--- src/hw/rtl/assert_macros.svh ---
// Assertion macros used by the top-level RTL file.
`ifndef ASSERT_MACROS_SVH
`define ASSERT_MACROS_SVH
`ifndef NO_ASSERTIONS
`define ASSERT_ALWAYS(label, clk, rst_n, cond, msg) \
    label: assert property (@(posedge clk) disable iff (!rst_n) (cond)) else $error(msg);
`define ASSERT_IMPL(label, clk, rst_n, ante, cons, msg) \
    label: assert property (@(posedge clk) disable iff (!rst_n) (ante) |-> (cons)) else $error(msg);
`define ASSERT_NEXT(label, clk, rst_n, ante, cons, msg) \
    label: assert property (@(posedge clk) disable iff (!rst_n) (ante) |=> (cons)) else $error(msg);
`else
`define ASSERT_ALWAYS(label, clk, rst_n, cond, msg)
`define ASSERT_IMPL(label, clk, rst_n, ante, cons, msg)
`define ASSERT_NEXT(label, clk, rst_n, ante, cons, msg)
`endif
`endif

--- src/hw/rtl/tlbt_ram.sv ---
// Generic single-port-write, single-port-read RAM with registered read.
module tlbt_ram #(
    parameter int WIDTH = 8,
    parameter int DEPTH = 64
) (
    input  logic                     i_clk,
    input  logic                     i_we,
    input  logic [$clog2(DEPTH)-1:0] i_waddr,
    input  logic [WIDTH-1:0]         i_wdata,
    input  logic                     i_re,
    input  logic [$clog2(DEPTH)-1:0] i_raddr,
    output logic [WIDTH-1:0]         o_rdata
);
    logic [WIDTH-1:0] r_mem [DEPTH];

    always_ff @(posedge i_clk) begin
        if (i_we) begin
            r_mem[i_waddr] <= i_wdata;
        end
        if (i_re) begin
            o_rdata <= r_mem[i_raddr];
        end
    end
endmodule

--- config.mk ---
export PLATFORM = sky130hd
export DESIGN_NAME = tlbt_ram
export DESIGN_NICKNAME = d
export VERILOG_FILES = /design/src/hw/rtl/assert_macros.svh /design/src/hw/rtl/tlbt_ram.sv
export SDC_FILE = /design/constraint.sdc
export NUM_CORES = 1
export LEC_CHECK = 0
export ABC_AREA = 0
export BUFFER_PORTS_ARGS = -buffer_cell sky130_fd_sc_hd__buf_2
export CELL_PAD_IN_SITES_DETAIL_PLACEMENT = 1
export CELL_PAD_IN_SITES_GLOBAL_PLACEMENT = 2
export CORE_MARGIN = 10
export CORE_UTILIZATION = 50
export CTS_CLUSTER_SIZE = 16
export DETAILED_ROUTE_END_ITERATION = 8
export GPL_TIMING_DRIVEN = 1
export HOLD_SLACK_MARGIN = 0.15
export PLACE_DENSITY_LB_ADDON = 0.1
export SKIP_LAST_GASP = 1
export SLEW_MARGIN = 25
export SYNTH_ARGS = -nofsm -noshare
export SYNTH_HDL_FRONTEND = slang
export SYNTH_SLANG_ARGS = --single-unit
--- constraint.sdc ---
create_clock -name i_clk -period 2.4 [get_ports i_clk]
set_input_delay 0.24 -clock i_clk [delete_from_list [all_inputs] [get_ports i_clk]]
set_output_delay 0.24 -clock i_clk [all_outputs]
set_load 0.03 [all_outputs]
==> flow_summary.ini <==
[setup_path]
cp.arrival_ns = 2.63
r2r_start = r_mem[45][0]
ff2ff_path_depth = 5
start_kind = flop
path_cells = mux4_2, mux2_2, a221oi_1, buf_4, o2bb2ai_1
r2r_setup_slack_ns = 0.12
cp-startpoint = r_mem[45][0]
path_delay_family = multiplexers
crit_path_end_kind = flop
crit_type = flop to flop
critical_path_required_ns = 2.75
cp_slowest_cell = a221oi_1
path_buf_inv = 1
rr_endpoint = o_rdata[0]
slowest_delay_ns = 0.58
cp_max_fo = 1

[power]
irDropWorstVdd_uv = 749
p_leak_nw = 7.66
cellPowerDensity_nw_per_um2 = 816

[yosys]
synth_top_family_by_area = multiplexers
synth_fa_ha_area_share_pct = 0
synth_compound_area_share_pct = 2.06
synth.distinct_cells = 39
synth_top_area_share_pct = 77.1
synth-simple-area-share_pct = 3.37
yosysTopAreaCell = edfxtp_1
syn_avg_cell_area_sq_um = 21.5
synth_edf_count = 520
synth_seq_cells = 520
syn_nets = 963
yosys-top-cells-area = edfxtp_1, mux4_2, nor2_1, mux2i_1, mux2_2
ys_seq_area_share_pct = 77.1
synth-main-ff-cell = edfxtp_1
syn_inst = 940
yosys.area_share.xor_xnor_pct = 0
async_reset_ff_share_pct = 0
syn-cell-area_sq_um = 20200
ys_warn_count = 0
synth_mux_area_share_pct = 15.9

[clock_tree]
cts.sinks = 520
clock_latency_ns = 0.59
cts_setup_buffers = 0
htree_levels = 2
cts-root-buf = clkbuf_16
clk_pin_slew_ns = 0.06
cts-buffers-inserted = 52
cts_buffer_depth = 3
cts_tree = yes

[sta]
skew_ns = 0.0249
rsz0062_at_grt = false
worstMarginPinSlew_ns = 0.769
finalHoldViolCount = 0
finalSetupViolCount = 0
fin_crit_sh_pct = 95.0
period_needed_ns = 2.28
tns_ns = 0
timing.fmax_mhz = 439
relSlewSlack_pct = 48.7
drv_slew = 0

[final_layout]
drive_gt1_share_pct = 32.8
area_delta_synth_final_pct = 16.7
num-fill-cells = 3344
final_cells = 1674
antennaDiodeCount = 0
num-nets-final = 1131

[floorplan]
die_x_um = 221
num_rows = 73
design.core.area_sq_um = 39900
dieArea_sq_um = 48900
pin_count = 31
start_util_pct = 50.7
die_h_um = 221

[grt]
grt_max_degree = 65
overflow = 0
grt_first_pass_wirelength_um = 74300
grt_use_total_pct = 20.4
antenna_found_initial = 2
grt_pass1_vias = 10900

[worst_hold_path]
whs_path_depth = 1
hold_start = i_wdata[3]
whs_endpoint = r_mem[4][3]
hold_path_class = primary input to flop

[detailed_routing]
dr_total_vias = 9999
drt_drc_violations_left = 0
wl_um = 49600
ant_nets = 0
dr.pass1.iters = 5
wl_per_cell_um = 29.6
drtIter0Drc = 862
via_per_inst = 5.97

[flow_run]
max_cap_violations = 0

[place]
port_buffers = 30
gp_congestion = 0.794
dp.cells = 1577
dp_hpwl_um = 32500

[status]
status = finished, final reports clean
==> cells by family (layout without fill, tap and decap cells) <==
| family | Yosys count | after routing |
|---|---|---|
| AOI/OAI and AO/OA | 54 | 54 |
| buffers and inverters | 51 | 260 |
| DFF | 520 | 520 |
| muxes | 162 | 162 |
| and+or+nand+nor | 153 | 153 |
==> flip-flops by register name (all words and copies together) (netlist names) <==
| signal | count |
|---|---|
| o_rdata | 8 |
| r_mem | 512 |
==> worst max path at each step <==
| stage | endpoint | slack [ns] | cells after the start |
|---|---|---|---|
| floorplan | o_rdata[3] | 0.35 | 7 |
| global placement | o_rdata[5] | -0.20 | 7 |
| detailed placement | o_rdata[3] | -0.31 | 7 |
| CTS | o_rdata[3] | 0.04 | 5 |
| global route | o_rdata[3] | 0.08 | 5 |
| finish | o_rdata[0] | 0.12 | 5 |
==> worst reg2reg max path, stage by stage, from the launching register on <==
cell,delay [ns]
edfxtp_1,0.40
mux4_2,0.48
mux2_2,0.32
a221oi_1,0.58
buf_4,0.21
o2bb2ai_1,0.06
==> timing repair <==
| action | CTS | global route |
|---|---|---|
| endpoints found under the setup margin | 0 | 2 |
| endpoints found under the hold margin | 9 | 0 |
| hold buffers | 2 | 0 |
| gates resized for setup | 0 | 2 |
==> power by group <==
part           switching, mW  internal [mW]
combinational          0.624          0.427
sequential            0.0333           10.1
clock                   3.37           4.76
total                   4.03           15.3
==> layout make-up <==
cell class                 instances  area [sq um]  share of cell area (%)
sequential                       520         15600                    66.1
multi-input combinational        369          4320                    18.3
timing repair buffer             165          1340                    5.67
clock buffer                      56          1340                    5.66
tap                              525           657                    2.78
clock inverter                    39           369                    1.56
==> layer usage <==
metal,routed length [um],up-vias,global-route usage (%)
met5,16,-,0
li1,-,4268,-
met2,24600,278,33.2
met3,2790,68,4.01
met4,1170,4,6.27
met1,21000,5381,27.3
==> synth_stat cells (3+ instances only) <==
cell type,number
o2bb2ai_1,3
edfxtp_1,520
o22ai_1,8
nand2b_1,7
a21oi_1,3
nor2b_1,14
nor2_1,83
o221ai_1,8
buf_1,4
a221oi_1,6
clkbuf_1,17
a22oi_1,3
nand3b_1,3
a211oi_1,4
o2111ai_1,3
mux4_2,126
nor3_1,7
buf_6,4
mux2_2,13
nand2_1,19
buf_2,11
buf_4,13
nand3_1,13
mux2i_1,23
==> stage by stage <==
stage	hold slack (ns)	power, mW	utilization (%)	area [sq um]	setup slack (ns)
2_1_floorplan	0.339	10.8	-	20200	0.354
3_3_place_gp	0.630	11.3	54.9	21900	-0.196
3_5_place_dp	0.640	11.4	54.9	21900	-0.306
4_1_cts	0.185	19.5	59.2	23600	0.0423
5_1_grt	0.203	19.9	59.2	23600	0.0835
6_report	0.215	19.3	59.2	23600	0.120
==> cell usage in the layout (no fill, tap or decap), types with 8 or more instances in the layout <==
cell | synthesis | layout
clkbuf_16 | 0 | 53
mux2i_1 | 23 | 23
nand3_1 | 13 | 13
mux2_2 | 13 | 13
o22ai_1 | 8 | 8
buf_2 | 11 | 24
nor2_1 | 83 | 83
buf_12 | 2 | 12
buf_4 | 13 | 126
nand2_1 | 19 | 19
edfxtp_1 | 520 | 520
nor2b_1 | 14 | 14
mux4_2 | 126 | 126
o221ai_1 | 8 | 8
clkinv_1 | 0 | 19
Note: power is estimated with default switching activity, not from simulation.
