$ cat src/hw/rtl/assert_macros.svh
// Assertion macros used by the top-level RTL file.
`ifndef ASSERT_MACROS_SVH
`define ASSERT_MACROS_SVH
`ifndef NO_ASSERTIONS
`define ASSERT_ALWAYS(label, clk, rst_n, cond, msg) \
    label: assert property (@(posedge clk) disable iff (!rst_n) (cond)) else $error(msg);
`define ASSERT_IMPL(label, clk, rst_n, ante, cons, msg) \
    label: assert property (@(posedge clk) disable iff (!rst_n) (ante) |-> (cons)) else $error(msg);
`define ASSERT_NEXT(label, clk, rst_n, ante, cons, msg) \
    label: assert property (@(posedge clk) disable iff (!rst_n) (ante) |=> (cons)) else $error(msg);
`else
`define ASSERT_ALWAYS(label, clk, rst_n, cond, msg)
`define ASSERT_IMPL(label, clk, rst_n, ante, cons, msg)
`define ASSERT_NEXT(label, clk, rst_n, ante, cons, msg)
`endif
`endif

$ cat src/hw/rtl/tlbt_pkg.sv
// Shared operation codes, status codes, a base page mask and a helper of the TLB block.
package tlbt_pkg;
    typedef logic [2:0] t_kind;
    localparam t_kind K_TRANSLATE = 3'd0;
    localparam t_kind K_PROBE     = 3'd1;
    localparam t_kind K_WRITE_IDX = 3'd2;
    localparam t_kind K_WRITE_RND = 3'd3;
    localparam t_kind K_READ      = 3'd4;
    localparam t_kind K_CLEAR     = 3'd5;

    typedef logic [1:0] t_status;
    localparam t_status ST_HIT      = 2'd0;
    localparam t_status ST_MISS     = 2'd1;
    localparam t_status ST_INVALID  = 2'd2;
    localparam t_status ST_MODIFIED = 2'd3;

    localparam logic [31:0] BASE_PAGE_MASK = 32'h0000_1FFF;

    function automatic logic [5:0] popcount32(input logic [31:0] v);
        logic [5:0] n;
        n = '0;
        for (int k = 0; k < 32; k++) begin
            n = n + 6'(v[k]);
        end
        return n;
    endfunction
endpackage

$ cat src/hw/rtl/tlbt_cmp.sv
// Tag compare unit: one stored entry against a lookup key.
module tlbt_cmp #(
    parameter int VADDR_BITS = 40
) (
    input  logic [31:0]           i_mask,
    input  logic [VADDR_BITS-1:0] i_vpn,
    input  logic [7:0]            i_asid,
    input  logic [1:0]            i_region,
    input  logic                  i_global,
    input  logic                  i_live,
    input  logic [VADDR_BITS-1:0] i_key_hi,
    input  logic [7:0]            i_key_asid,
    input  logic [1:0]            i_key_region,
    input  logic                  i_chk_live,
    input  logic                  i_chk_region,
    output logic                  o_match
);
    import tlbt_pkg::*;

    logic [VADDR_BITS-1:0] m;
    logic                  tag_ok;

    assign m      = VADDR_BITS'(i_mask | BASE_PAGE_MASK);
    assign tag_ok = (i_global || (i_asid == i_key_asid)) && ((i_vpn & ~m) == (i_key_hi & ~m));
    assign o_match = tag_ok && (!i_chk_live || i_live)
                     && (!i_chk_region || (i_region == i_key_region));
endmodule

$ cat config.mk
export PLATFORM = sky130hd
export DESIGN_NAME = tlbt_cmp
export DESIGN_NICKNAME = d
export VERILOG_FILES = /design/src/hw/rtl/assert_macros.svh /design/src/hw/rtl/tlbt_pkg.sv /design/src/hw/rtl/tlbt_cmp.sv
export SDC_FILE = /design/constraint.sdc
export NUM_CORES = 1
export LEC_CHECK = 0
export ABC_AREA = 1
export BUFFER_PORTS_ARGS = -buffer_cell sky130_fd_sc_hd__buf_2
export CAP_MARGIN = 10
export CORE_ASPECT_RATIO = 0.75
export CORE_MARGIN = 3
export CORE_UTILIZATION = 30
export DETAILED_ROUTE_END_ITERATION = 6
export GPL_TIMING_DRIVEN = 0
export PLACE_DENSITY_LB_ADDON = 0.05
export SLEW_MARGIN = 20
export SYNTH_ARGS = -nofsm -noshare
export SYNTH_HDL_FRONTEND = slang
export SYNTH_SLANG_ARGS = --single-unit
$ cat constraint.sdc
create_clock -name vclk -period 2.02
set_clock_uncertainty 0.2 [all_clocks]
set_input_delay 0.404 -clock vclk [all_inputs]
set_output_delay 0.404 -clock vclk [all_outputs]
set_load 0.02 [all_outputs]
==> qor.csv, run 1 <==
metric;value;unit
total negative slack;0;ns
I/O Buffers;98;
core area;2360;um^2
cell taking the most area after synthesis;nand2_1;
Max Cap Viol;0;
die height;49.6;um
post-layout util;54.9;%
Slew HR;88.2;%
largest net degree at the start of global routing;3;
Ant. Diodes;0;
synthesized area per cell;4.48;um^2
Sw Ratio;43.2;%
Pre-antenna DRT Iters;4;
overall routed net length;2150;um
Placed Instances;302;
RSZ-0062 raised after global routing;false;
Hold-fix buffers, CTS;0;
CP max stage delay;0.15;ns
clkbuf count;0;
cells after synthesis;170;
Highest Clock Rate;539;MHz
Via density;3.96;
via count;1196;
DRC;0;
Yosys cell types;14;
initial antenna violation count;0;
Synth area leaders;nand2_1 32%, inv_1 24%, nor2_1 9.4%;
Post-Syn Nets;306;
post-layout min period;1.85;ns
DR iter-0 viols;17;
CP Buf/Inv Count;2;
sequential cell count;0;
PD cells;161;nW/um^2
Final Hold Viols;0;
Area Growth Syn to Fin;70.3;%
global-route wire length before repair;3570;um
crit end category;output pin;
Final #Nets;406;
crit-path cells;buf_2, xor2_1, nor2_1, nand3_1, nor2_1, nand2_1, nor2_1, buf_4;
clock share of power;0;%
routed length per instance;7.11;um
P_leak;0.918;nW
worst hold path type;input port to output pin;
worst-path fanout max;1;
status;finished clean;
Worst-Margin Slew;0.176;ns
switching power;90.2;uW
Total Power;209;uW
vias in the first global route;971;
Comb power frac;100.0;%
Layout Cells excl Fill;302;
Sequential cell area;0;um^2
Ports;137;
GR Overflow Total;0;
All-Layer GR Usage;12.7;%
Final setup viols;0;
ratio of cells with drive above 1 in the final layout;37.7;%
Crit Path Category;input port to output pin;
crit path DAT;1.25;ns
Final Cycle Share;91.8;%
die area;3190;um^2
most frequent cells after synthesis;64 x nand2_1, 48 x inv_1, 19 x nor2_1, 10 x nand3_1, 8 x nand3b_1;
Yosys top cell area share;31.5;%
VDD IR max;0.0682;mV
Die Width;64.2;um
worst endpoint required time;1.42;ns
gpl congestion;0.677;
CP dominant cell by count;nor2_1;
initial core utilization;32.2;%
startpoint types;input port;
YS warnings;0;
sequential-to-total area share from yosys stat;0;%
HPWL after detailed placement;2080;um
remaining antenna violation count;0;
sequential share of power;0;%
CP max stage cell;xor2_1;
post-synthesis cell area;762;um^2
row cnt;15;
Int Power;119;uW
Slew Viols, Final;0;
most frequent cell after synthesis;nand2_1;
delay-heaviest family, CP;simple AND/OR/NAND/NOR gates;
-- per-layer routing --
metal | track usage [%] | wire, um
met3 | 2.05 | 284
met5 | 0 | 0
met4 | 0 | 0
met1 | 17.1 | 884
met2 | 22.6 | 977
-- final timing paths --
check / startpoint / to / slack, ns / cells after the start
setup / recovery: i_key_hi[38] / o_match / 0.17 / 8
hold / removal: i_global / o_match / 1.03 / 6
-- layout make-up --
cell class,count,area (um^2)
multi-input cells,120,574
well taps,34,42.5
fillers,291,1070
inverters,50,188
repair buffers,98,493
-- logic make-up after synthesis --
family / Yosys count / synth area share (%)
xor+xnor: 11 / 12.6
simple gates: 107 / 61.4
buf+inv: 50 / 24.6
compound gates: 2 / 1.31
-- cells in the final DEF (no fill, tap or decap) --
master and count:
buf_4 1, nor2_1 19, nand3_1 10, nand4_1 4, nand2_1 64, inv_2 1, clkinv_1 1, xnor2_1 7
buf_2 97, xor2_1 4, nand3b_1 8, a21oi_1 1, o21ai_1 1, nand2_4 1, inv_1 48, nand3_2 1
-- power groups by stage --
stage | Combinational [mW] | Clock [mW] | Sequential [mW]
6_report | 0.209 | 0 | 0
4_1_cts | 0.212 | 0 | 0
2_1_floorplan | 0.0963 | 0 | 0
5_1_grt | 0.245 | 0 | 0
3_3_place_gp | 0.209 | 0 | 0
3_5_place_dp | 0.211 | 0 | 0
-- per-stage QoR --
stage / hold WS, ns / worst slack [ns] / cell area (um^2)
2_1_floorplan: 0.816 / 0.290 / 762
5_1_grt: 1.06 / 0.0127 / 1300
6_report: 1.03 / 0.166 / 1300
3_5_place_dp: 1.04 / 0.144 / 1290
4_1_cts: 1.04 / 0.140 / 1290
3_3_place_gp: 1.03 / 0.141 / 1290
-- what timing repair did --
| item | in CTS | in global routing |
|---|---|---|
| setup endpoints to repair | 0 | 1 |
| buffers inserted | 0 | 0 |
| gates resized for setup | 0 | 1 |
Note: power is estimated with default switching activity, not from simulation.
==> run 2, diff against run 1 <==
- BUFFER_PORTS_ARGS: -buffer_cell sky130_fd_sc_hd__buf_2 -> -buffer_cell sky130_fd_sc_hd__buf_4
- CORE_UTILIZATION: 30 -> 28
- PLACE_DENSITY: default -> 0.87
- PLACE_DENSITY_LB_ADDON: 0.05 -> default
- clock period: 2.02 -> 1.8 ns (I/O delays scaled with it)
==> run 2 against run 1 <==
  * Flip-flop and latch count unchanged
  * Largest power group unchanged
  * Non-clock buffer count unchanged
  * The run now ends with negative setup slack left
  * First-iteration DRC count down 29%
  * Largest cell class is now buffers
  * Sequential share of layout area unchanged
  * Count of clock-buffer cells in the layout unchanged
==> qor.csv, run 2 (synthesis results as in run 1) <==
metric;value;unit;change
status;finished with violations;;was finished clean
failing checks;negative setup slack;;
All-Layer GR Usage;14.9;%;was 12.7%
vias in the first global route;1104;;was 971
CP max stage cell;nor2_1;;was xor2_1
P_leak;1.01;nW;was 0.918 nW
global-route wire length before repair;4220;um;was 3570 um
row cnt;15;;unchanged
Ant. Diodes;0;;unchanged
Max Cap Viol;0;;unchanged
crit path DAT;1.25;ns;about the same
CP dominant cell by count;nor2_1;;unchanged
Final Cycle Share;101;%;
Layout Cells excl Fill;302;;unchanged
startpoint types;input port;;unchanged
die height;51.2;um;was 49.6 um
Via density;4.02;;was 3.96
Sequential cell area;0;um^2;unchanged
core area;2440;um^2;was 2360 um^2
fin area;1600;um^2;was 1300 um^2
RSZ-0062 raised after global routing;true;;was false
Crit Path Category;input port to output pin;;unchanged
DRC;0;;unchanged
Worst-Margin Slew;0.174;ns;was 0.176 ns
Die Width;66.2;um;was 64.2 um
VDD IR max;0.0960;mV;was 0.0682 mV
setup bufs post-CTS;0;;unchanged
remaining antenna violation count;0;;unchanged
DR iter-0 viols;12;;was 17
I/O Buffers;98;;unchanged
CP max stage delay;0.15;ns;about the same
Highest Clock Rate;552;MHz;
largest net degree at the start of global routing;3;;unchanged
gpl congestion;0.804;;was 0.677
GR Overflow Total;0;;unchanged
Ports;137;;unchanged
routed length per instance;8.45;um;was 7.11 um
most frequent cells in the layout;87 x buf_4, 61 x nand2_1, 37 x inv_1;;was 97 x buf_2, 64 x nand2_1, 48 x inv_1
crit end category;output pin;;unchanged
die area;3390;um^2;was 3190 um^2
Placed Instances;302;;unchanged
CP Buf/Inv Count;2;;unchanged
Final setup viols;1;;was 0
dpl cell area;1540;um^2;was 1290 um^2
PD cells;194;nW/um^2;was 161 nW/um^2
Final Hold Viols;0;;unchanged
Slew HR;88.3;%;was 88.2%
HPWL after detailed placement;2390;um;was 2080 um
post-layout util;65.6;%;was 54.9%
Final Worst Setup Slack;-0.0112;ns;was 0.166 ns
Slew Viols, Final;0;;unchanged
initial antenna violation count;0;;unchanged
Final #Nets;406;;unchanged
sequential cell count;0;;unchanged
Filler cells;242;;was 291
worst-path fanout max;2;;was 1
Pre-antenna DRT Iters;3;;was 4
delay-heaviest family, CP;simple AND/OR/NAND/NOR gates;;unchanged
via count;1213;;was 1196
Total Power;311;uW;was 209 uW
Area Growth Syn to Fin;110;%;was 70.3%
clkbuf count;0;;unchanged
commonest non-fill, non-tap cell in the layout;buf_4;;was buf_2
overall routed net length;2550;um;was 2150 um
worst hold path type;input port to output pin;;unchanged
crit-path cells;buf_4, nand2_1, nand3_1, nor2_1, nand3_1, nor2_1, nand2_1, nor2_1, buf_4;;was buf_2, xor2_1, nor2_1, nand3_1, nor2_1, nand2_1, nor2_1, buf_4
final hold slack;0.933;ns;was 1.03 ns
ratio of cells with drive above 1 in the final layout;44.0;%;was 37.7%
initial core utilization;31.2;%;was 32.2%
worst endpoint required time;1.24;ns;was 1.42 ns
post-layout min period;1.81;ns;
[run 2: final timing paths]
path	start	to	cells past startpoint	slack, ns
max	i_key_hi[32]	o_match	9	-0.01
min	i_global	o_match	6	0.93
[run 2: per-stage QoR]
stage | setup WS [ns] | TNS, ns
after floorplan | 0.158 | 0
after global placement | -0.0280 | -0.0280
after detailed placement | -0.0379 | -0.0379
after CTS | -0.00891 | -0.00891
after global routing | -0.104 | -0.104
final | -0.0112 | -0.0112
[run 2: layout make-up]
cell class / count / area, um^2 / share of cell area, %
tap: 34 / 42.5 / 2.66
timing repair buffer: 98 / 777 / 48.5
inverter: 50 / 188 / 11.7
multi-input combinational: 120 / 594 / 37.1
[run 2: routing by layer]
layer / GRT usage [%] / wire length (um) / up-vias
met1: 17.1 / 888 / 480
met5: 0 / 0 / -
met4: 0 / 0 / 0
met2: 29.2 / 1340 / 47
li1: - / - / 686
met3: 3.74 / 328 / 0
[run 2: what timing repair did]
item	in CTS	in global routing
pin swaps	10	16
hold buffers	0	0
setup endpoints to repair	1	1
resized for setup	5	23
[run 2: power breakdown]
part	internal (mW)	switching [mW]	leakage [nW]
registers	0	0	0
logic	0.202	0.109	1.01
clock network	0	0	0
total	0.202	0.109	1.01
==> run 3, diff against run 2 <==
- CORE_UTILIZATION: 28 -> 30
- PLACE_DENSITY: 0.87 -> 0.92
- RECOVER_POWER: default -> 25
- clock period: 1.8 -> 2.25 ns (I/O delays scaled with it)
==> run 3 against run 2 <==
  * The run now ends clean
  * Utilization is 0.61 points lower
  * First-iteration DRC count up 42%
  * Global-route usage increased by 0.73 points
  * Non-clock buffer count did not move
  * Die area is 6.0% lower
  * Worst setup slack improved by 0.23 ns
  * Final area fell by 4.0%
  * Cell count did not move
  * Count of clock-buffer cells in the layout did not move
  * Via count rose by 1.2%
  * Sequential share of layout area unchanged
  * Critical path type unchanged
==> qor.csv, run 3 (synthesis results as in run 1) <==
metric;value;unit;change
status;finished clean;;was finished with violations
die area;3190;um^2;was 3390 um^2
Setup crit end;o_match;;unchanged
Layout Cells excl Fill;302;;unchanged
worst endpoint required time;1.60;ns;was 1.24 ns
DR iter-0 viols;17;;was 12
Worst-Margin Slew;0.172;ns;was 0.174 ns
die height;49.6;um;was 51.2 um
fin area;1540;um^2;was 1600 um^2
Final setup viols;0;;was 1
GR Overflow Total;0;;unchanged
initial antenna violation count;0;;unchanged
worst-path fanout max;1;;was 2
Pre-antenna DRT Iters;4;;was 3
Final #Nets;406;;unchanged
Slew HR;88.5;%;was 88.3%
VDD IR max;0.0730;mV;was 0.0960 mV
HPWL after detailed placement;2560;um;was 2390 um
post-layout util;65.0;%;was 65.6%
initial core utilization;32.2;%;was 31.2%
global-route wire length before repair;4210;um;was 4220 um
CP max stage delay;0.17;ns;was 0.15 ns
worst hold path type;input port to output pin;;unchanged
total negative slack;0;ns;was -0.0112 ns
dpl cell area;1540;um^2;unchanged
Ant. Diodes;0;;unchanged
Sequential cell area;0;um^2;unchanged
Highest Clock Rate;493;MHz;
sequential cell count;0;;unchanged
Final Hold Viols;0;;unchanged
row cnt;15;;unchanged
CP max stage cell;clkbuf_2;;was nor2_1
Die Width;64.2;um;was 66.2 um
DRC;0;;unchanged
CP startpoint;i_key_hi[38];;was i_key_hi[32]
Max Cap Viol;0;;unchanged
startpoint types;input port;;unchanged
PD cells;154;nW/um^2;was 194 nW/um^2
CP dominant cell by count;nor2_1;;unchanged
crit path DAT;1.38;ns;was 1.25 ns
Crit Path Category;input port to output pin;;unchanged
ratio of cells with drive above 1 in the final layout;37.7;%;was 44.0%
Area Growth Syn to Fin;102;%;was 110%
All-Layer GR Usage;15.6;%;was 14.9%
vias in the first global route;1131;;was 1104
gpl congestion;0.677;;was 0.804
Total Power;237;uW;was 311 uW
most frequent cells in the layout;97 x buf_4, 64 x nand2_1, 48 x inv_1;;was 87 x buf_4, 61 x nand2_1, 37 x inv_1
clkbuf count;0;;unchanged
crit end category;output pin;;unchanged
via count;1227;;was 1213
post-layout min period;2.03;ns;
I/O Buffers;98;;unchanged
Ports;137;;unchanged
core area;2360;um^2;was 2440 um^2
RSZ-0062 raised after global routing;false;;was true
commonest non-fill, non-tap cell in the layout;buf_4;;unchanged
remaining antenna violation count;0;;unchanged
Final Cycle Share;90.1;%;
CTS resizes;0;;was 5
overall routed net length;2670;um;was 2550 um
Slew Viols, Final;0;;unchanged
Via density;4.06;;was 4.02
P_leak;1.00;nW;was 1.01 nW
crit-path cells;buf_4, xor2_1, nor2_1, nand3_1, nor2_1, nand2_1, nor2_1, clkbuf_2;;was buf_4, nand2_1, nand3_1, nor2_1, nand3_1, nor2_1, nand2_1, nor2_1, buf_4
largest net degree at the start of global routing;3;;unchanged
Hold-fix buffers, CTS;0;;unchanged
Placed Instances;302;;unchanged
routed length per instance;8.83;um;was 8.45 um
setup bufs post-CTS;0;;unchanged
[run 3: how the worst min path moves through the flow]
| stage | cells after the start | end | start | slack, ns |
|---|---|---|---|---|
| after global routing | 6 | o_match | i_global | 1.19 |
| after floorplan | 4 | o_match | i_global | 0.91 |
| after detailed placement | 6 | o_match | i_global | 1.13 |
| after global placement | 6 | o_match | i_global | 1.12 |
| final | 6 | o_match | i_global | 1.12 |
| after CTS | 6 | o_match | i_global | 1.13 |
[run 3: final cells by class]
| cell class | instances | area, um^2 |
|---|---|---|
| tap | 34 | 42.5 |
| timing repair buffer | 98 | 733 |
| multi-input combinational | 120 | 574 |
| fill | 240 | 827 |
| inverter | 50 | 188 |
[run 3: power breakdown]
group          switching, mW  total [mW]  internal [mW]
registers                  0           0              0
logic                 0.0833       0.237          0.153
clock network              0           0              0
total                 0.0833       0.237          0.153
[run 3: worst max-delay path: cells and delay by family]
| family | cells | cell delay [ns] |
|---|---|---|
| xor gates and xnor gates | 1 | 0.15 |
| buffers and inverters | 2 | 0.28 |
| and+or+nand+nor | 5 | 0.49 |
[run 3: metrics by stage]
step / hold slack, ns / worst slack, ns
floorplan: 0.908 / 0.428
global placement: 1.12 / 0.216
detailed placement: 1.13 / 0.229
CTS: 1.13 / 0.229
global route: 1.19 / 0.0873
finish: 1.12 / 0.223
[run 3: per-layer routing]
| layer | up-vias | global-route usage (%) | routed length [um] |
|---|---|---|---|
| met3 | 0 | 1.59 | 242 |
| li1 | 687 | - | - |
| met5 | - | 0 | 0 |
| met1 | 494 | 17.1 | 969 |
| met4 | 0 | 0 | 0 |
| met2 | 46 | 33.4 | 1460 |
